File: config.mk
export PLATFORM = sky130hd
export DESIGN_NAME = selective_repeat_receiver_window_flat
export DESIGN_NICKNAME = d
export VERILOG_FILES = /design/src/rtl/srrw_pkg.sv /design/src/rtl/srrw_ifs.sv /design/src/rtl/selective_repeat_receiver_window.sv /design/src/rtl/srrw_payload_ram.sv /design/src/flat_wrapper.sv
export SDC_FILE = /design/constraint.sdc
export NUM_CORES = 1
export LEC_CHECK = 0
export BUFFER_PORTS_ARGS = -buffer_cell sky130_fd_sc_hd__buf_2
export CORE_ASPECT_RATIO = 1.5
export CORE_MARGIN = 5
export CORE_UTILIZATION = 30
export CTS_CLUSTER_SIZE = 10
export DETAILED_ROUTE_END_ITERATION = 8
export SYNTH_ARGS = -nofsm -noshare
export SYNTH_HDL_FRONTEND = slang
export SYNTH_SLANG_ARGS = --single-unit
File: constraint.sdc
create_clock -name clk -period 12.29 [get_ports clk]
set_clock_uncertainty 0.1 [all_clocks]
set_input_delay 1.8435 -clock clk [delete_from_list [all_inputs] [get_ports clk]]
set_output_delay 1.8435 -clock clk [all_outputs]
set_load 0.005 [all_outputs]
File: src/rtl/srrw_pkg.sv
`default_nettype none

package srrw_pkg;

  // Default sizing of the receive window
  localparam int SEQ_SPACE_DEF    = 256;
  localparam int WINDOW_DEPTH_DEF = 16;
  localparam int PAYLOAD_BITS_DEF = 32;

  // Fixed field widths of the frame, result and configuration channels
  localparam int SEQ_W  = 8;
  localparam int XOR_W  = 8;
  localparam int CHK_W  = 8;
  localparam int PAY_W  = 32;
  localparam int CFG_W  = 5;

  localparam logic [CFG_W-1:0] WINDOW_RESET = 5'd10;

  typedef enum logic [1:0] {
    KIND_DELIVER = 2'd0,
    KIND_ACK     = 2'd1,
    KIND_NACK    = 2'd2
  } kind_t;

endpackage

`default_nettype wire

File: src/rtl/srrw_ifs.sv
`default_nettype none

interface srrw_cfg_if import srrw_pkg::*; ();
  logic             valid;
  logic             ready;
  logic [CFG_W-1:0] win_width;

  modport source (output valid, output win_width, input ready);
  modport sink   (input valid, input win_width, output ready);
endinterface

interface srrw_frame_if import srrw_pkg::*; ();
  logic             valid;
  logic             ready;
  logic [SEQ_W-1:0] seq_number;
  logic [XOR_W-1:0] payload_xor;
  logic [CHK_W-1:0] frame_checksum;
  logic [PAY_W-1:0] payload;
  logic             force_corrupt;

  modport source (output valid, output seq_number, output payload_xor,
                  output frame_checksum, output payload, output force_corrupt,
                  input ready);
  modport sink   (input valid, input seq_number, input payload_xor,
                  input frame_checksum, input payload, input force_corrupt,
                  output ready);
endinterface

interface srrw_result_if import srrw_pkg::*; ();
  logic             valid;
  logic             ready;
  kind_t            kind;
  logic [SEQ_W-1:0] seq_out;
  logic [PAY_W-1:0] payload_out;
  logic             last;

  modport source (output valid, output kind, output seq_out, output payload_out,
                  output last, input ready);
  modport sink   (input valid, input kind, input seq_out, input payload_out,
                  input last, output ready);
endinterface

`default_nettype wire

File: src/rtl/selective_repeat_receiver_window.sv
`default_nettype none

// Selective-repeat ARQ receiver window. Each request on the frame channel is one
// frame header; the block answers with zero or more results on the result
// channel, the final one marked by last. A good frame inside the window is held
// in the payload RAM, every frame then in order at the window base is delivered
// upward (kind DELIVER) and an ACK follows; a bad frame inside the window gets a
// NACK, a frame up to one window below the base gets its ACK again, and any
// other frame is dropped without a result; a duplicate of a held frame gets
// only an ACK. Frames are handled one at a time: the next frame is taken
// only after every result of the last one has been taken. For each
// delivery the walk checks that the base slot is held (S_WALK), then
// reads that slot's payload from the payload RAM (S_READ)
// and then presents the word from the output register. The window width
// register may be written at any time the block holds no frame; 0 acts as 1
// and values above the ring depth or half the sequence space are capped.
module selective_repeat_receiver_window import srrw_pkg::*; #(
  parameter int SEQ_SPACE    = SEQ_SPACE_DEF,
  parameter int WINDOW_DEPTH = WINDOW_DEPTH_DEF,
  parameter int PAYLOAD_BITS = PAYLOAD_BITS_DEF
) (
  input  logic           clk,
  input  logic           rst,
  srrw_cfg_if.sink       cfg,
  srrw_frame_if.sink     frame,
  srrw_result_if.source  result
);

  localparam int SeqW   = $clog2(SEQ_SPACE);
  localparam int IdxW   = (WINDOW_DEPTH > 1) ? $clog2(WINDOW_DEPTH) : 1;
  localparam int StoreW = (PAYLOAD_BITS < PAY_W) ? PAYLOAD_BITS : PAY_W;
  localparam int WinCap = (WINDOW_DEPTH < SEQ_SPACE / 2) ? WINDOW_DEPTH : SEQ_SPACE / 2;
  localparam int CmpW   = SeqW + 6;
  localparam int SeqTblN = 1 << SEQ_W;

  typedef enum logic [2:0] {
    S_IDLE,
    S_CLASS,
    S_WALK,
    S_READ,
    S_OUT
  } state_t;

  state_t              state;
  logic [CFG_W-1:0]    win_cfg;
  logic [SeqW-1:0]     base;
  logic [IdxW-1:0]     head;
  logic [WINDOW_DEPTH-1:0] flags;

  // Latched frame
  logic [SeqW-1:0]     seq_m;
  logic                chk_ok;
  logic [StoreW-1:0]   pay_in;

  // Result register and where to go once it is taken
  logic                to_walk;
  kind_t               out_kind;
  logic [SEQ_W-1:0]    out_seq;
  logic [PAY_W-1:0]    out_pay;
  logic                out_last;

  // Sequence number reduced modulo the sequence space, as a constant table
  logic [SeqW-1:0]     seq_mod_tbl [SeqTblN];

  for (genvar g = 0; g < SeqTblN; g++) begin : g_seq_tbl
    assign seq_mod_tbl[g] = SeqW'(g % SEQ_SPACE);
  end

  // Classification of the latched frame
  logic [SeqW:0]       diff;
  logic [SeqW-1:0]     offset;
  logic [CFG_W-1:0]    win;
  logic                in_win;
  logic                below;
  logic [IdxW:0]       slot_sum;
  logic [IdxW-1:0]     slot;
  logic                store_new;
  logic [IdxW-1:0]     head_inc;
  logic [SeqW-1:0]     base_inc;
  logic [StoreW-1:0]   rd_data;
  logic                rd_en;

  always_comb begin
    diff = {1'b0, seq_m} - {1'b0, base};
    if (diff[SeqW]) begin
      offset = SeqW'(diff + (SeqW+1)'(SEQ_SPACE));
    end else begin
      offset = diff[SeqW-1:0];
    end

    if (win_cfg == '0) begin
      win = CFG_W'(1);
    end else if (int'(win_cfg) > WinCap) begin
      win = CFG_W'(WinCap);
    end else begin
      win = win_cfg;
    end

    in_win = CmpW'(offset) < CmpW'(win);
    below  = CmpW'(offset) >= (CmpW'(SEQ_SPACE) - CmpW'(win));

    // offset stays below the depth whenever the slot is used
    slot_sum = (IdxW+1)'(head) + (IdxW+1)'(offset);
    if (int'(slot_sum) >= WINDOW_DEPTH) begin
      slot = IdxW'(int'(slot_sum) - WINDOW_DEPTH);
    end else begin
      slot = slot_sum[IdxW-1:0];
    end

    store_new = (state == S_CLASS) && in_win && chk_ok && !flags[slot];

    head_inc = (int'(head) == WINDOW_DEPTH - 1) ? '0 : head + IdxW'(1);
    base_inc = (int'(base) == SEQ_SPACE - 1) ? '0 : base + SeqW'(1);

    rd_en = (state == S_WALK) && flags[head];
  end

  srrw_payload_ram #(
    .DEPTH (WINDOW_DEPTH),
    .WIDTH (StoreW)
  ) u_payload_ram (
    .clk     (clk),
    .wr_en   (store_new),
    .wr_addr (slot),
    .wr_data (pay_in),
    .rd_en   (rd_en),
    .rd_addr (head),
    .rd_data (rd_data)
  );

  assign cfg.ready   = 1'b1;
  assign frame.ready = (state == S_IDLE);

  assign result.valid       = (state == S_OUT);
  assign result.kind        = out_kind;
  assign result.seq_out     = out_seq;
  assign result.payload_out = out_pay;
  assign result.last        = out_last;

  always_ff @(posedge clk) begin
    if (rst) begin
      state       <= S_IDLE;
      win_cfg     <= WINDOW_RESET;
      base        <= '0;
      head        <= '0;
      flags       <= '0;
      to_walk     <= 1'b0;
    end else begin
      if (cfg.valid) begin
        win_cfg <= cfg.win_width;
      end

      case (state)
        S_IDLE: begin
          // Take the frame: reduce the sequence number, check the sum
          if (frame.valid) begin
            seq_m  <= seq_mod_tbl[frame.seq_number];
            chk_ok <= ({1'b0, frame.frame_checksum} + 9'(frame.force_corrupt))
                      == {1'b0, frame.payload_xor};
            pay_in <= frame.payload[StoreW-1:0];
            state  <= S_CLASS;
          end
        end

        S_CLASS: begin
          if (in_win) begin
            if (!chk_ok) begin
              out_kind <= KIND_NACK;
              out_seq  <= SEQ_W'(seq_m);
              out_pay  <= '0;
              out_last <= 1'b1;
              to_walk  <= 1'b0;
              state    <= S_OUT;
            end else if (flags[slot]) begin
              // Duplicate: already held, only acknowledge
              out_kind <= KIND_ACK;
              out_seq  <= SEQ_W'(seq_m);
              out_pay  <= '0;
              out_last <= 1'b1;
              to_walk  <= 1'b0;
              state    <= S_OUT;
            end else begin
              // Payload goes to the RAM this cycle; mark the slot held
              flags[slot] <= 1'b1;
              state       <= S_WALK;
            end
          end else if (below) begin
            out_kind <= KIND_ACK;
            out_seq  <= SEQ_W'(seq_m);
            out_pay  <= '0;
            out_last <= 1'b1;
            to_walk  <= 1'b0;
            state    <= S_OUT;
          end else begin
            // Beyond the window: drop silently
            state <= S_IDLE;
          end
        end

        S_WALK: begin
          // Base slot held: fetch its payload, else close with the ACK
          if (flags[head]) begin
            state <= S_READ;
          end else begin
            out_kind <= KIND_ACK;
            out_seq  <= SEQ_W'(seq_m);
            out_pay  <= '0;
            out_last <= 1'b1;
            to_walk  <= 1'b0;
            state    <= S_OUT;
          end
        end

        S_READ: begin
          // Deliver the base frame, free its slot and advance the window
          out_kind    <= KIND_DELIVER;
          out_seq     <= SEQ_W'(base);
          out_pay     <= PAY_W'(rd_data);
          out_last    <= 1'b0;
          flags[head] <= 1'b0;
          head        <= head_inc;
          base        <= base_inc;
          to_walk     <= 1'b1;
          state       <= S_OUT;
        end

        S_OUT: begin
          if (result.ready) begin
            state <= to_walk ? S_WALK : S_IDLE;
          end
        end

        default: begin
          state <= S_IDLE;
        end
      endcase
    end
  end

  // A frame is taken only when no earlier frame is in flight
  assert property (@(posedge clk) disable iff (rst)
    (frame.valid && frame.ready) |=> !frame.ready)
    else $error("frame accepted while another frame is in progress");

  // A delivery is read only from a slot that holds a frame
  assert property (@(posedge clk) disable iff (rst)
    (state == S_READ) |-> flags[head])
    else $error("delivery from an empty slot");

  // A newly stored frame leaves its slot marked held
  assert property (@(posedge clk) disable iff (rst)
    store_new |=> flags[$past(slot)])
    else $error("stored frame not marked held");

  // The last result of a frame never walks on, a delivery always does
  assert property (@(posedge clk) disable iff (rst)
    (state == S_OUT) |-> (out_last != to_walk))
    else $error("last flag and walk continuation disagree");

endmodule

`default_nettype wire

File: src/rtl/srrw_payload_ram.sv
`default_nettype none

module srrw_payload_ram import srrw_pkg::*; #(
  parameter int DEPTH = WINDOW_DEPTH_DEF,
  parameter int WIDTH = PAYLOAD_BITS_DEF,
  localparam int AddrW = (DEPTH > 1) ? $clog2(DEPTH) : 1
) (
  input  logic             clk,
  input  logic             wr_en,
  input  logic [AddrW-1:0] wr_addr,
  input  logic [WIDTH-1:0] wr_data,
  input  logic             rd_en,
  input  logic [AddrW-1:0] rd_addr,
  output logic [WIDTH-1:0] rd_data
);

  logic [WIDTH-1:0] mem [DEPTH];

  always_ff @(posedge clk) begin
    if (wr_en) begin
      mem[wr_addr] <= wr_data;
    end
  end

  // Registered read: rd_data loads mem[rd_addr] only while rd_en is high
  always_ff @(posedge clk) begin
    if (rd_en) begin
      rd_data <= mem[rd_addr];
    end
  end

endmodule

`default_nettype wire

File: src/flat_wrapper.sv
// flat-port wrapper written by rule: the top's interface ports become plain ports
module selective_repeat_receiver_window_flat import srrw_pkg::*;
#(
  parameter int SEQ_SPACE    = SEQ_SPACE_DEF,
  parameter int WINDOW_DEPTH = WINDOW_DEPTH_DEF,
  parameter int PAYLOAD_BITS = PAYLOAD_BITS_DEF
)
  (clk, rst, cfg_valid, cfg_win_width, cfg_ready, frame_valid, frame_seq_number, frame_payload_xor, frame_frame_checksum, frame_payload, frame_force_corrupt, frame_ready, result_valid, result_kind, result_seq_out, result_payload_out, result_last, result_ready);
  srrw_cfg_if cfg_i ();
  srrw_frame_if frame_i ();
  srrw_result_if result_i ();
  input  logic clk;
  input  logic rst;
  input wire logic [$bits(cfg_i.valid)-1:0] cfg_valid;
  input wire logic [$bits(cfg_i.win_width)-1:0] cfg_win_width;
  output wire logic [$bits(cfg_i.ready)-1:0] cfg_ready;
  input wire logic [$bits(frame_i.valid)-1:0] frame_valid;
  input wire logic [$bits(frame_i.seq_number)-1:0] frame_seq_number;
  input wire logic [$bits(frame_i.payload_xor)-1:0] frame_payload_xor;
  input wire logic [$bits(frame_i.frame_checksum)-1:0] frame_frame_checksum;
  input wire logic [$bits(frame_i.payload)-1:0] frame_payload;
  input wire logic [$bits(frame_i.force_corrupt)-1:0] frame_force_corrupt;
  output wire logic [$bits(frame_i.ready)-1:0] frame_ready;
  output wire logic [$bits(result_i.valid)-1:0] result_valid;
  output wire logic [$bits(result_i.kind)-1:0] result_kind;
  output wire logic [$bits(result_i.seq_out)-1:0] result_seq_out;
  output wire logic [$bits(result_i.payload_out)-1:0] result_payload_out;
  output wire logic [$bits(result_i.last)-1:0] result_last;
  input wire logic [$bits(result_i.ready)-1:0] result_ready;
  assign cfg_i.valid = cfg_valid;
  assign cfg_i.win_width = cfg_win_width;
  assign cfg_ready = cfg_i.ready;
  assign frame_i.valid = frame_valid;
  assign frame_i.seq_number = frame_seq_number;
  assign frame_i.payload_xor = frame_payload_xor;
  assign frame_i.frame_checksum = frame_frame_checksum;
  assign frame_i.payload = frame_payload;
  assign frame_i.force_corrupt = frame_force_corrupt;
  assign frame_ready = frame_i.ready;
  assign result_valid = result_i.valid;
  assign result_kind = result_i.kind;
  assign result_seq_out = result_i.seq_out;
  assign result_payload_out = result_i.payload_out;
  assign result_last = result_i.last;
  assign result_i.ready = result_ready;
  selective_repeat_receiver_window #(.SEQ_SPACE(SEQ_SPACE), .WINDOW_DEPTH(WINDOW_DEPTH), .PAYLOAD_BITS(PAYLOAD_BITS)) u_core (.clk(clk), .rst(rst), .cfg(cfg_i), .frame(frame_i), .result(result_i));
endmodule
==> impl_metrics.yaml, run 1 <==
global_routing:
  grt_use_total_pct: 12.6
  gr-total-overflow: 0
  grt_max_degree: 98
  antenna_found_initial: 1
  grt_pass1_wl_um: 87900
  grt_pass1_vias: 13200
placed_design:
  dp_hpwl_um: 36100
  placedCellCount: 2440
  place_congestion: 0.793
  io_buffers: 111
synth:
  avgSynthCellArea_um2: 20.9
  synth_warnings: 0
  async_reset_ff_share_pct: 0
  synth.top_cell.area_share_pct: 72.8
  ys_types: 54
  synth_top_flop_cell: "edfxtp_1"
  synthTopCellsByCount: "edfxtp_1, mux4_2, nand2_1, nor2_1"
  synth_area_leader_cell: "edfxtp_1"
  synth.most_common_cell: "edfxtp_1"
  synthCells: 1237
  synth.cell_area_um2: 25900
  synth_enable_flop_cells: 628
  seq_area_frac_synth_pct: 75.7
  yosys-top-cells-area: "edfxtp_1, mux4_2, dfxtp_1"
  ys_ff_latch: 665
final_layout:
  multi_input_area_um2: 6110
  nets: 1479
  final_layout_size_suffix_gt1_share_pct: 28.8
  fin_cells: 2545
  area_growth_pct: 15.8
  filler_cell_count: 7899
  final-seq-area_um2: 19600
  insertedDiodeCount: 0
outcome:
  status: "finished clean"
worst_hold_path:
  hold_path_class: "reg -> reg"
cts:
  clock_latency_ns: 0.61
  cts.hold.buffers_added: 0
  clk_pin_slew_ns: 0.05
  cts.path.max_buffers: 3
  cts-resized-gates: 0
  cts_setup_buffers: 0
  cts_tree: "done"
  cts-htree-levels: 3
  root_buffer: "clkbuf_16"
  cts_sinks: 665
  cts-buffers-inserted: 76
critical_path:
  path_max_fanout: 32
  crit_type: "reg -> reg"
  start_kind: "register"
  cp.required_ns: 12.39
  arrival_ns: 6.17
  critPathCaptureType: "register"
floorplan:
  die_y_um: 370
  die_w_um: 250
  initial_utilization_pct: 30.1
  core_um2: 86000
  die_area_um2: 92400
  io_pins: 113
  row_count: 132
timing:
  max_slew.worst_pin.slew_ns: 1.22
  setup_tns_ns: 0
  relSlewSlack_pct: 18.2
  maxSlewViolCount: 0
  period_share_pct: 49.4
  max_freq_mhz: 165
  rsz0062_at_grt: "false"
  setup_viol: 0
  hold_violations: 0
  fin_crit_ns: 6.07
power_and_ir_drop:
  max-vdd-ir-drop_v: 0.0000810
  powerDensity_nw_per_um2: 154
  leakagePower_nw: 9.26
detailed_routing:
  vias: 12300
  ant_nets: 0
  drt_wl_total_um: 58600
  firstDrtPassIters: 5
  drt_iter0_drc: 947
  wl_per_cell_um: 23.0
  drc: 0
  via_per_inst: 4.85
run:
  maxCapViolCount: 0
## through the flow
stage / utilization, % / total power [mW] / area [um^2] / hold WS [ns] / setup WS (ns)
floorplan: - / 2.62 / 25900 / 0.334 / 6.43
global route: 34.8 / 4.79 / 30000 / 0.409 / 5.87
global placement: 32.4 / 2.69 / 27900 / 0.368 / 6.39
detailed placement: 32.4 / 2.69 / 27900 / 0.372 / 6.25
CTS: 34.8 / 4.68 / 30000 / 0.380 / 6.25
finish: 34.8 / 4.63 / 30000 / 0.378 / 6.22
## final cells by class
cell class                      count  area share, %
Multi-Input combinational cell    492           20.4
Inverter                           22          0.275
Tap cell                         1139           4.75
Sequential cell                   665           65.4
Clock inverter                      4          0.192
Timing Repair Buffer              122           2.17
Clock buffer                      101           6.83
## layout by cell type (no fill, tap or decap), types with 3 or more instances in the layout
| cell type | n |
|---|---|
| buf_2 | 111 |
| xor2_1 | 13 |
| or2_2 | 3 |
| a21o_1 | 4 |
| nand2b_1 | 8 |
| xnor2_1 | 18 |
| o21ai_0 | 25 |
| buf_4 | 10 |
| nand3_1 | 5 |
| nor2_4 | 17 |
| nor3_1 | 7 |
| and3_1 | 35 |
| nor2_1 | 24 |
| o211ai_1 | 3 |
| edfxtp_1 | 628 |
| clkbuf_1 | 22 |
| nand2_1 | 41 |
| a21oi_1 | 18 |
| clkbuf_16 | 78 |
| dfxtp_1 | 33 |
| mux4_2 | 170 |
| nor2b_1 | 3 |
| clkinv_8 | 3 |
| o22ai_1 | 15 |
| conb_1 | 3 |
| or3_1 | 3 |
| inv_1 | 21 |
| nand4_1 | 6 |
| mux2i_1 | 6 |
| ha_1 | 31 |
## flip-flops by register name, summed over array words and instances, names as in the netlist, 8 cells and up
register / count
u_core.result.payload_out: 32
u_core.result.seq_out: 8
u_core.u_payload_ram.mem: 512
u_core.seq_m: 8
u_core.base: 8
u_core.flags: 16
u_core.u_payload_ram.rd_data: 32
u_core.pay_in: 32
## routing by layer
| metal | vias to the layer above | global-route usage (%) | routed length, um |
|---|---|---|---|
| met5 | - | 0 | 13 |
| met4 | 2 | 3.58 | 1120 |
| met3 | 77 | 2.30 | 2790 |
| met2 | 347 | 21.6 | 30100 |
| met1 | 6563 | 16.4 | 24600 |
| li1 | 5353 | - | - |
## critical path, cell delays in order, from the launching register on
cell and delay [ns]:
dfxtp_1 0.46, ha_1 0.22, inv_1 0.06, fa_1 0.58
inv_1 0.09, fa_1 0.86, mux4_2 0.56, mux4_2 0.48
nor4b_2 0.61, nand4bb_1 0.53, nor2_4 1.11
## path summary, 6_finish.rpt
kind                                from                                        end  slack, ns  cells past startpoint
max reg2reg  u_core.base[0]$_SDFFE_PP0P_  u_core.u_payload_ram.mem[10][8]$_DFFE_PP_       6.22                     10
min reg2reg  u_core.to_walk$_SDFFE_PP0P_                u_core.to_walk$_SDFFE_PP0P_       0.38                      2
max          u_core.base[0]$_SDFFE_PP0P_  u_core.u_payload_ram.mem[10][8]$_DFFE_PP_       6.22                     10
min          u_core.to_walk$_SDFFE_PP0P_                u_core.to_walk$_SDFFE_PP0P_       0.38                      2
## where the power goes
group / total [mW] / internal [mW] / switching [mW]
registers: 2.53 / 2.50 / 0.0364
clock network: 1.98 / 1.15 / 0.832
logic: 0.107 / 0.0394 / 0.0673
## cell families (layout without fill, tap and decap cells)
group / count (synthesis) / in the layout / synth area share, %
flops: 665 / 665 / 75.7
mux: 176 / 176 / 15.0
simple gates: 167 / 167 / 3.35
compound gates: 81 / 81 / 1.90
buf+inv: 81 / 249 / 1.24
fa+ha+maj: 33 / 33 / 1.65
xor+xnor: 32 / 32 / 1.11
other cells: 2 / 3 / 0.0290
Note: power is estimated with default switching activity, not from simulation.
==> run 2, diff against run 1 <==
--- a/config.mk
+++ b/config.mk
@@ -5,6 +5,7 @@
 export SDC_FILE = /design/constraint.sdc
 export NUM_CORES = 1
 export LEC_CHECK = 0
+export ABC_AREA = 1
 export BUFFER_PORTS_ARGS = -buffer_cell sky130_fd_sc_hd__buf_2
 export CORE_ASPECT_RATIO = 1.5
 export CORE_MARGIN = 5
==> constraint.sdc (replaced) <==
create_clock -name clk -period 5.35 [get_ports clk]
set_clock_uncertainty 0.1 [all_clocks]
set_input_delay 0.8025 -clock clk [delete_from_list [all_inputs] [get_ports clk]]
set_output_delay 0.8025 -clock clk [all_outputs]
set_load 0.005 [all_outputs]
==> impl_metrics.yaml, run 2 <==
outcome:
  status: "finished clean"
final_layout:
  nets: 2410
  final_cell_mix: "edfxtp_1, nor2_1, o21ai_0"
  area_growth_pct: 15.3
  largest_register: "u_core.u_payload_ram.mem"
  fin_util_pct: 34.7
  final_layout_size_suffix_gt1_share_pct: 13.6
  filler_cell_count: 8693
  largest_reg_flops: 512
  final_common_cell: "edfxtp_1"
detailed_routing:
  vias: 17000
  ant_nets: 0
  firstDrtPassIters: 5
  via_per_inst: 4.87
  wl_per_cell_um: 19.1
  drc: 0
  drt_iter0_drc: 1151
  drt_wl_total_um: 66800
synth:
  yosys-top-cells-area: "edfxtp_1, o21ai_0, nor2_1"
  synthCells: 2197
  seq_area_frac_synth_pct: 72.3
  synth_area_leader_cell: "edfxtp_1"
  synth.most_common_cell: "edfxtp_1"
  synth_enable_flop_cells: 628
  avgSynthCellArea_um2: 12.3
  async_reset_ff_share_pct: 0
  synth.cell_area_um2: 27100
  synth_warnings: 0
  ys_types: 48
  synth.top_cell.area_share_pct: 69.6
  ys_ff_latch: 665
  synthTopCellsByCount: "edfxtp_1, nor2_1, o21ai_0"
  synth_top_flop_cell: "edfxtp_1"
timing:
  hold_violations: 0
  rsz0062_at_grt: "false"
  max_freq_mhz: 214
  fin_crit_ns: 4.66
  period_share_pct: 87.2
  hold_ws_ns: 0.260
  max_slew.worst_pin.slew_ns: 1.05
  maxSlewViolCount: 0
  setup_viol: 0
  relSlewSlack_pct: 30.2
cts:
  clk_pin_slew_ns: 0.05
  cts_setup_buffers: 0
  cts-resized-gates: 0
  cts_tree: "done"
  cts_sinks: 665
  clock_latency_ns: 0.63
  cts.path.max_buffers: 3
  cts.hold.buffers_added: 0
  cts-htree-levels: 3
  cts-buffers-inserted: 78
  root_buffer: "clkbuf_16"
critical_path:
  start_kind: "register"
  worstReg2RegStart: "u_core.seq_m[0]$_DFFE_PP_"
  timing.rr.end: "u_core.u_payload_ram.mem[7][24]$_DFFE_PP_"
  r2r_setup_slack_ns: 0.69
  cp.required_ns: 5.49
  critPathCaptureType: "register"
  crit_type: "reg -> reg"
  arrival_ns: 4.80
  path_max_fanout: 32
  rr_worst_depth: 16
global_routing:
  grt_pass1_wl_um: 102000
  grt_use_total_pct: 13.5
  grt_max_degree: 100
  grt_pass1_vias: 17000
  antenna_found_initial: 1
  gr-total-overflow: 0
worst_hold_path:
  min-delay-start: "frame_payload[18]"
  holdPathStages: 1
  holdPathEnd: "u_core.pay_in[18]$_DFFE_PP_"
  hold_path_class: "in -> reg"
placed_design:
  io_buffers: 111
  place_congestion: 0.807
  dp_hpwl_um: 38300
power_and_ir_drop:
  max-vdd-ir-drop_v: 0.000198
  power.clock.fraction_pct: 43.0
  powerDensity_nw_per_um2: 348
  p_int_mw: 8.58
  pwr-share-seq_pct: 53.7
  p_sw_share_pct: 21.2
  leakagePower_nw: 10.8
  power.net_switching_mw: 2.31
  p_comb_share_pct: 3.3
floorplan:
  die_area_um2: 96600
  die_w_um: 255
  core_um2: 90000
  row_count: 135
  initial_utilization_pct: 30.1
  io_pins: 113
  die_y_um: 378
run:
  maxCapViolCount: 0
[run 2: per-layer routing]
| metal | GRT usage (%) | share of wire [%] |
|---|---|---|
| met1 | 15.8 | 40 |
| met2 | 25.0 | 53 |
| met3 | 1.79 | 3.8 |
| met4 | 5.33 | 3.3 |
| met5 | 0 | 0 |
[run 2: stage by stage]
step | setup slack [ns] | std cells | area [um^2] | TNS (ns) | power, mW
2_1_floorplan | -0.0314 | 2198 | 27100 | -5.02 | 6.14
3_3_place_gp | 0.709 | 3394 | 29100 | 0 | 6.31
3_5_place_dp | 0.672 | 3394 | 29100 | 0 | 6.32
4_1_cts | 0.665 | 3494 | 31300 | 0 | 11.0
5_1_grt | 0.383 | 3495 | 31300 | 0 | 11.3
6_report | 0.687 | 3495 | 31300 | 0 | 10.9
[run 2: area by class of cell]
| type | instances | area [um^2] | share of cell area (%) |
|---|---|---|---|
| Tap cell | 1164 | 1460 | 4.66 |
| Clock inverter | 11 | 156 | 0.500 |
| Clock buffer | 89 | 2010 | 6.45 |
| Antenna cell | 1 | 2.50 | 0.00801 |
| Inverter | 128 | 487 | 1.56 |
| Multi-Input combinational cell | 1288 | 6670 | 21.3 |
| Sequential cell | 665 | 19600 | 62.7 |
| Timing Repair Buffer | 149 | 866 | 2.77 |
[run 2: cell families after synthesis]
kind of cell             synth area share [%]
buffers and inverters                    3.58
XOR/XNOR                                0.577
flip-flops                               72.3
other                                  0.0277
adder cells (fa/ha/maj)                  1.58
AO/OA/AOI/OAI                            9.97
AND/OR/NAND/NOR                          11.9
[run 2: worst max-delay path by stage]
stage,from,to
final,u_core.seq_m[0]$_DFFE_PP_,u_core.u_payload_ram.mem[7][24]$_DFFE_PP_
after floorplan,u_core.seq_m[0]$_DFFE_PP_,u_core.u_payload_ram.mem[0][0]$_DFFE_PP_
after CTS,u_core.seq_m[0]$_DFFE_PP_,u_core.u_payload_ram.mem[4][24]$_DFFE_PP_
after global placement,u_core.seq_m[0]$_DFFE_PP_,u_core.u_payload_ram.mem[5][19]$_DFFE_PP_
after global routing,u_core.seq_m[0]$_DFFE_PP_,u_core.u_payload_ram.mem[7][24]$_DFFE_PP_
after detailed placement,u_core.seq_m[0]$_DFFE_PP_,u_core.u_payload_ram.mem[7][23]$_DFFE_PP_
[run 2: power by group through the flow]
stage | Clock, mW | Combinational [mW] | Sequential, mW
after floorplan | 0 | 0.224 | 5.92
after global placement | 0 | 0.361 | 5.95
final | 4.69 | 0.356 | 5.85
after global routing | 5.01 | 0.402 | 5.86
after CTS | 4.82 | 0.364 | 5.85
after detailed placement | 0 | 0.362 | 5.95
[run 2: critical path: stages (launching register included)]
cell and delay, ns:
edfxtp_1 0.39, inv_1 0.08, ha_1 0.15, inv_1 0.08, fa_1 0.59, inv_1 0.09
fa_1 0.60, nand2_4 0.23, inv_1 0.09, nand2_1 0.07, nand4_1 0.13, nand3_1 0.11
nand2_1 0.06, nor2_2 0.11, nand3_2 0.54, nor3_4 0.30, buf_4 0.53
==> run 3, diff against run 2 <==
--- a/config.mk
+++ b/config.mk
@@ -5,11 +5,10 @@
 export SDC_FILE = /design/constraint.sdc
 export NUM_CORES = 1
 export LEC_CHECK = 0
-export ABC_AREA = 1
 export BUFFER_PORTS_ARGS = -buffer_cell sky130_fd_sc_hd__buf_2
 export CORE_ASPECT_RATIO = 1.5
-export CORE_MARGIN = 5
-export CORE_UTILIZATION = 30
+export CORE_MARGIN = 4
+export CORE_UTILIZATION = 38
 export CTS_CLUSTER_SIZE = 10
 export DETAILED_ROUTE_END_ITERATION = 8
 export SYNTH_ARGS = -nofsm -noshare
==> impl_metrics.yaml, run 3 (synthesis gave the netlist of run 1 again) <==
timing:
  period_share_pct: 92.8
  rsz0062_at_grt: "false"
  hold_violations: 0
  setup_ws_ns: 0.383
  setup_viol: 0
  max_slew.worst_pin.slew_ns: 1.06
  max_freq_mhz: 201
  fin_crit_ns: 4.97
  setup_tns_ns: 0
  relSlewSlack_pct: 29.4
  maxSlewViolCount: 0
floorplan:
  initial_utilization_pct: 38.2
  io_pins: 113
  die_y_um: 328
  row_count: 117
  die_w_um: 221
  core_um2: 67800
  die_area_um2: 72500
power_and_ir_drop:
  powerDensity_nw_per_um2: 354
  p_comb_share_pct: 2.3
  max-vdd-ir-drop_v: 0.000227
  totalPowerFinal_mw: 10.7
  pwr-share-seq_pct: 54.4
  p_sw_share_pct: 19.8
  p_int_mw: 8.57
  power.net_switching_mw: 2.12
  power.clock.fraction_pct: 43.3
  leakagePower_nw: 9.51
critical_path:
  crit_buf_inv: 4
  cp.required_ns: 5.51
  arrival_ns: 5.12
  critPathLaunch: "u_core.base[0]$_SDFFE_PP0P_"
  max_stage_delay_ns: 0.71
  path_delay_family: "adder cells"
  critPathSlowestCell: "fa_2"
  start_kind: "register"
  worstReg2RegStart: "u_core.base[0]$_SDFFE_PP0P_"
  rr_worst_depth: 12
  timing.rr.end: "u_core.u_payload_ram.mem[3][19]$_DFFE_PP_"
  path_max_fanout: 20
  critPathCaptureType: "register"
  crit_type: "reg -> reg"
  r2r_setup_slack_ns: 0.38
  cp_cell_sequence: "ha_1 -> inv_1 -> fa_1 -> inv_1 -> fa_2 -> mux4_2 -> mux4_2 -> nor4b_2 -> nand4b_1 -> buf_4 -> nor2_4 -> buf_4"
run:
  maxCapViolCount: 0
cts:
  cts-htree-levels: 3
  cts.path.max_buffers: 3
  cts-buffers-inserted: 77
  clk_pin_slew_ns: 0.06
  root_buffer: "clkbuf_16"
  cts_tree: "done"
  cts_sinks: 665
  clock_latency_ns: 0.60
worst_hold_path:
  holdPathEnd: "u_core.pay_in[24]$_DFFE_PP_"
  hold_path_class: "in -> reg"
  holdPathStages: 1
  min-delay-start: "frame_payload[24]"
final_layout:
  largest_register: "u_core.u_payload_ram.mem"
  final_layout_size_suffix_gt1_share_pct: 30.5
  nets: 1513
  filler_cell_count: 5723
  largest_reg_flops: 512
  final_common_cell: "edfxtp_1"
  insertedDiodeCount: 0
  final_cell_mix: "edfxtp_1, mux4_2, buf_2"
  design_area_um2: 30200
  area_growth_pct: 16.6
outcome:
  status: "finished clean"
detailed_routing:
  drt_wl_total_um: 56400
  wl_per_cell_um: 24.2
  drc: 0
  drt_iter0_drc: 856
  ant_nets: 0
  firstDrtPassIters: 5
  vias: 12400
  via_per_inst: 5.30
global_routing:
  gr-total-overflow: 0
  grt_max_degree: 138
  antenna_found_initial: 0
  grt_use_total_pct: 15.6
  grt_pass1_vias: 13600
  grt_pass1_wl_um: 85700
placed_design:
  dp_hpwl_um: 32900
  io_buffers: 111
  place_ws_ns: 0.275
  place_area_um2: 28000
  place_congestion: 0.794
==> run 3: what timing repair did <==
action                     CTS  global route
hold buffers                 0             0
hold endpoints to repair     0             0
resized for setup            0             1
setup endpoints to repair    0            20
buffers inserted             0             0
==> run 3: cell type report <==
class                      instances  area [um^2]  area share (%)
tap                              892         1120            3.70
sequential                       665        19600            64.9
inverter                          22         82.6           0.273
multi-input combinational        492         6110            20.2
clock buffer                      99         2070            6.87
timing repair buffer             155         1110            3.68
clock inverter                     8         93.8           0.311
==> run 3: how the worst max path moves through the flow <==
stage	endpoint	cells after the start
finish	u_core.u_payload_ram.mem[3][19]$_DFFE_PP_	12
global route	u_core.u_payload_ram.mem[3][2]$_DFFE_PP_	12
CTS	u_core.u_payload_ram.mem[3][0]$_DFFE_PP_	12
detailed placement	u_core.u_payload_ram.mem[3][5]$_DFFE_PP_	12
global placement	u_core.u_payload_ram.mem[3][5]$_DFFE_PP_	12
floorplan	u_core.u_payload_ram.mem[7][0]$_DFFE_PP_	11
==> run 3: metal layers <==
layer	global-route usage [%]	part of all wire, %	vias up
met1	19.4	40	6535
met3	2.82	4.5	93
met2	27.4	52	333
li1	-	-	5415
met4	6.03	3.2	0
met5	0	0	-
==> run 3: power groups by stage <==
stage / registers, mW / logic (mW) / clock network [mW]
after global placement: 5.91 / 0.244 / 0
after detailed placement: 5.92 / 0.250 / 0
after floorplan: 5.89 / 0.134 / 0
after CTS: 5.81 / 0.251 / 4.77
final: 5.81 / 0.245 / 4.63
after global routing: 5.82 / 0.275 / 4.99
==> run 3: per-stage QoR <==
stage,hold slack [ns],utilization [%],std cells
2_1_floorplan,0.334,-,1238
3_3_place_gp,0.363,41.4,2226
3_5_place_dp,0.374,41.4,2226
4_1_cts,0.233,44.5,2333
5_1_grt,0.236,44.6,2333
6_report,0.272,44.6,2333
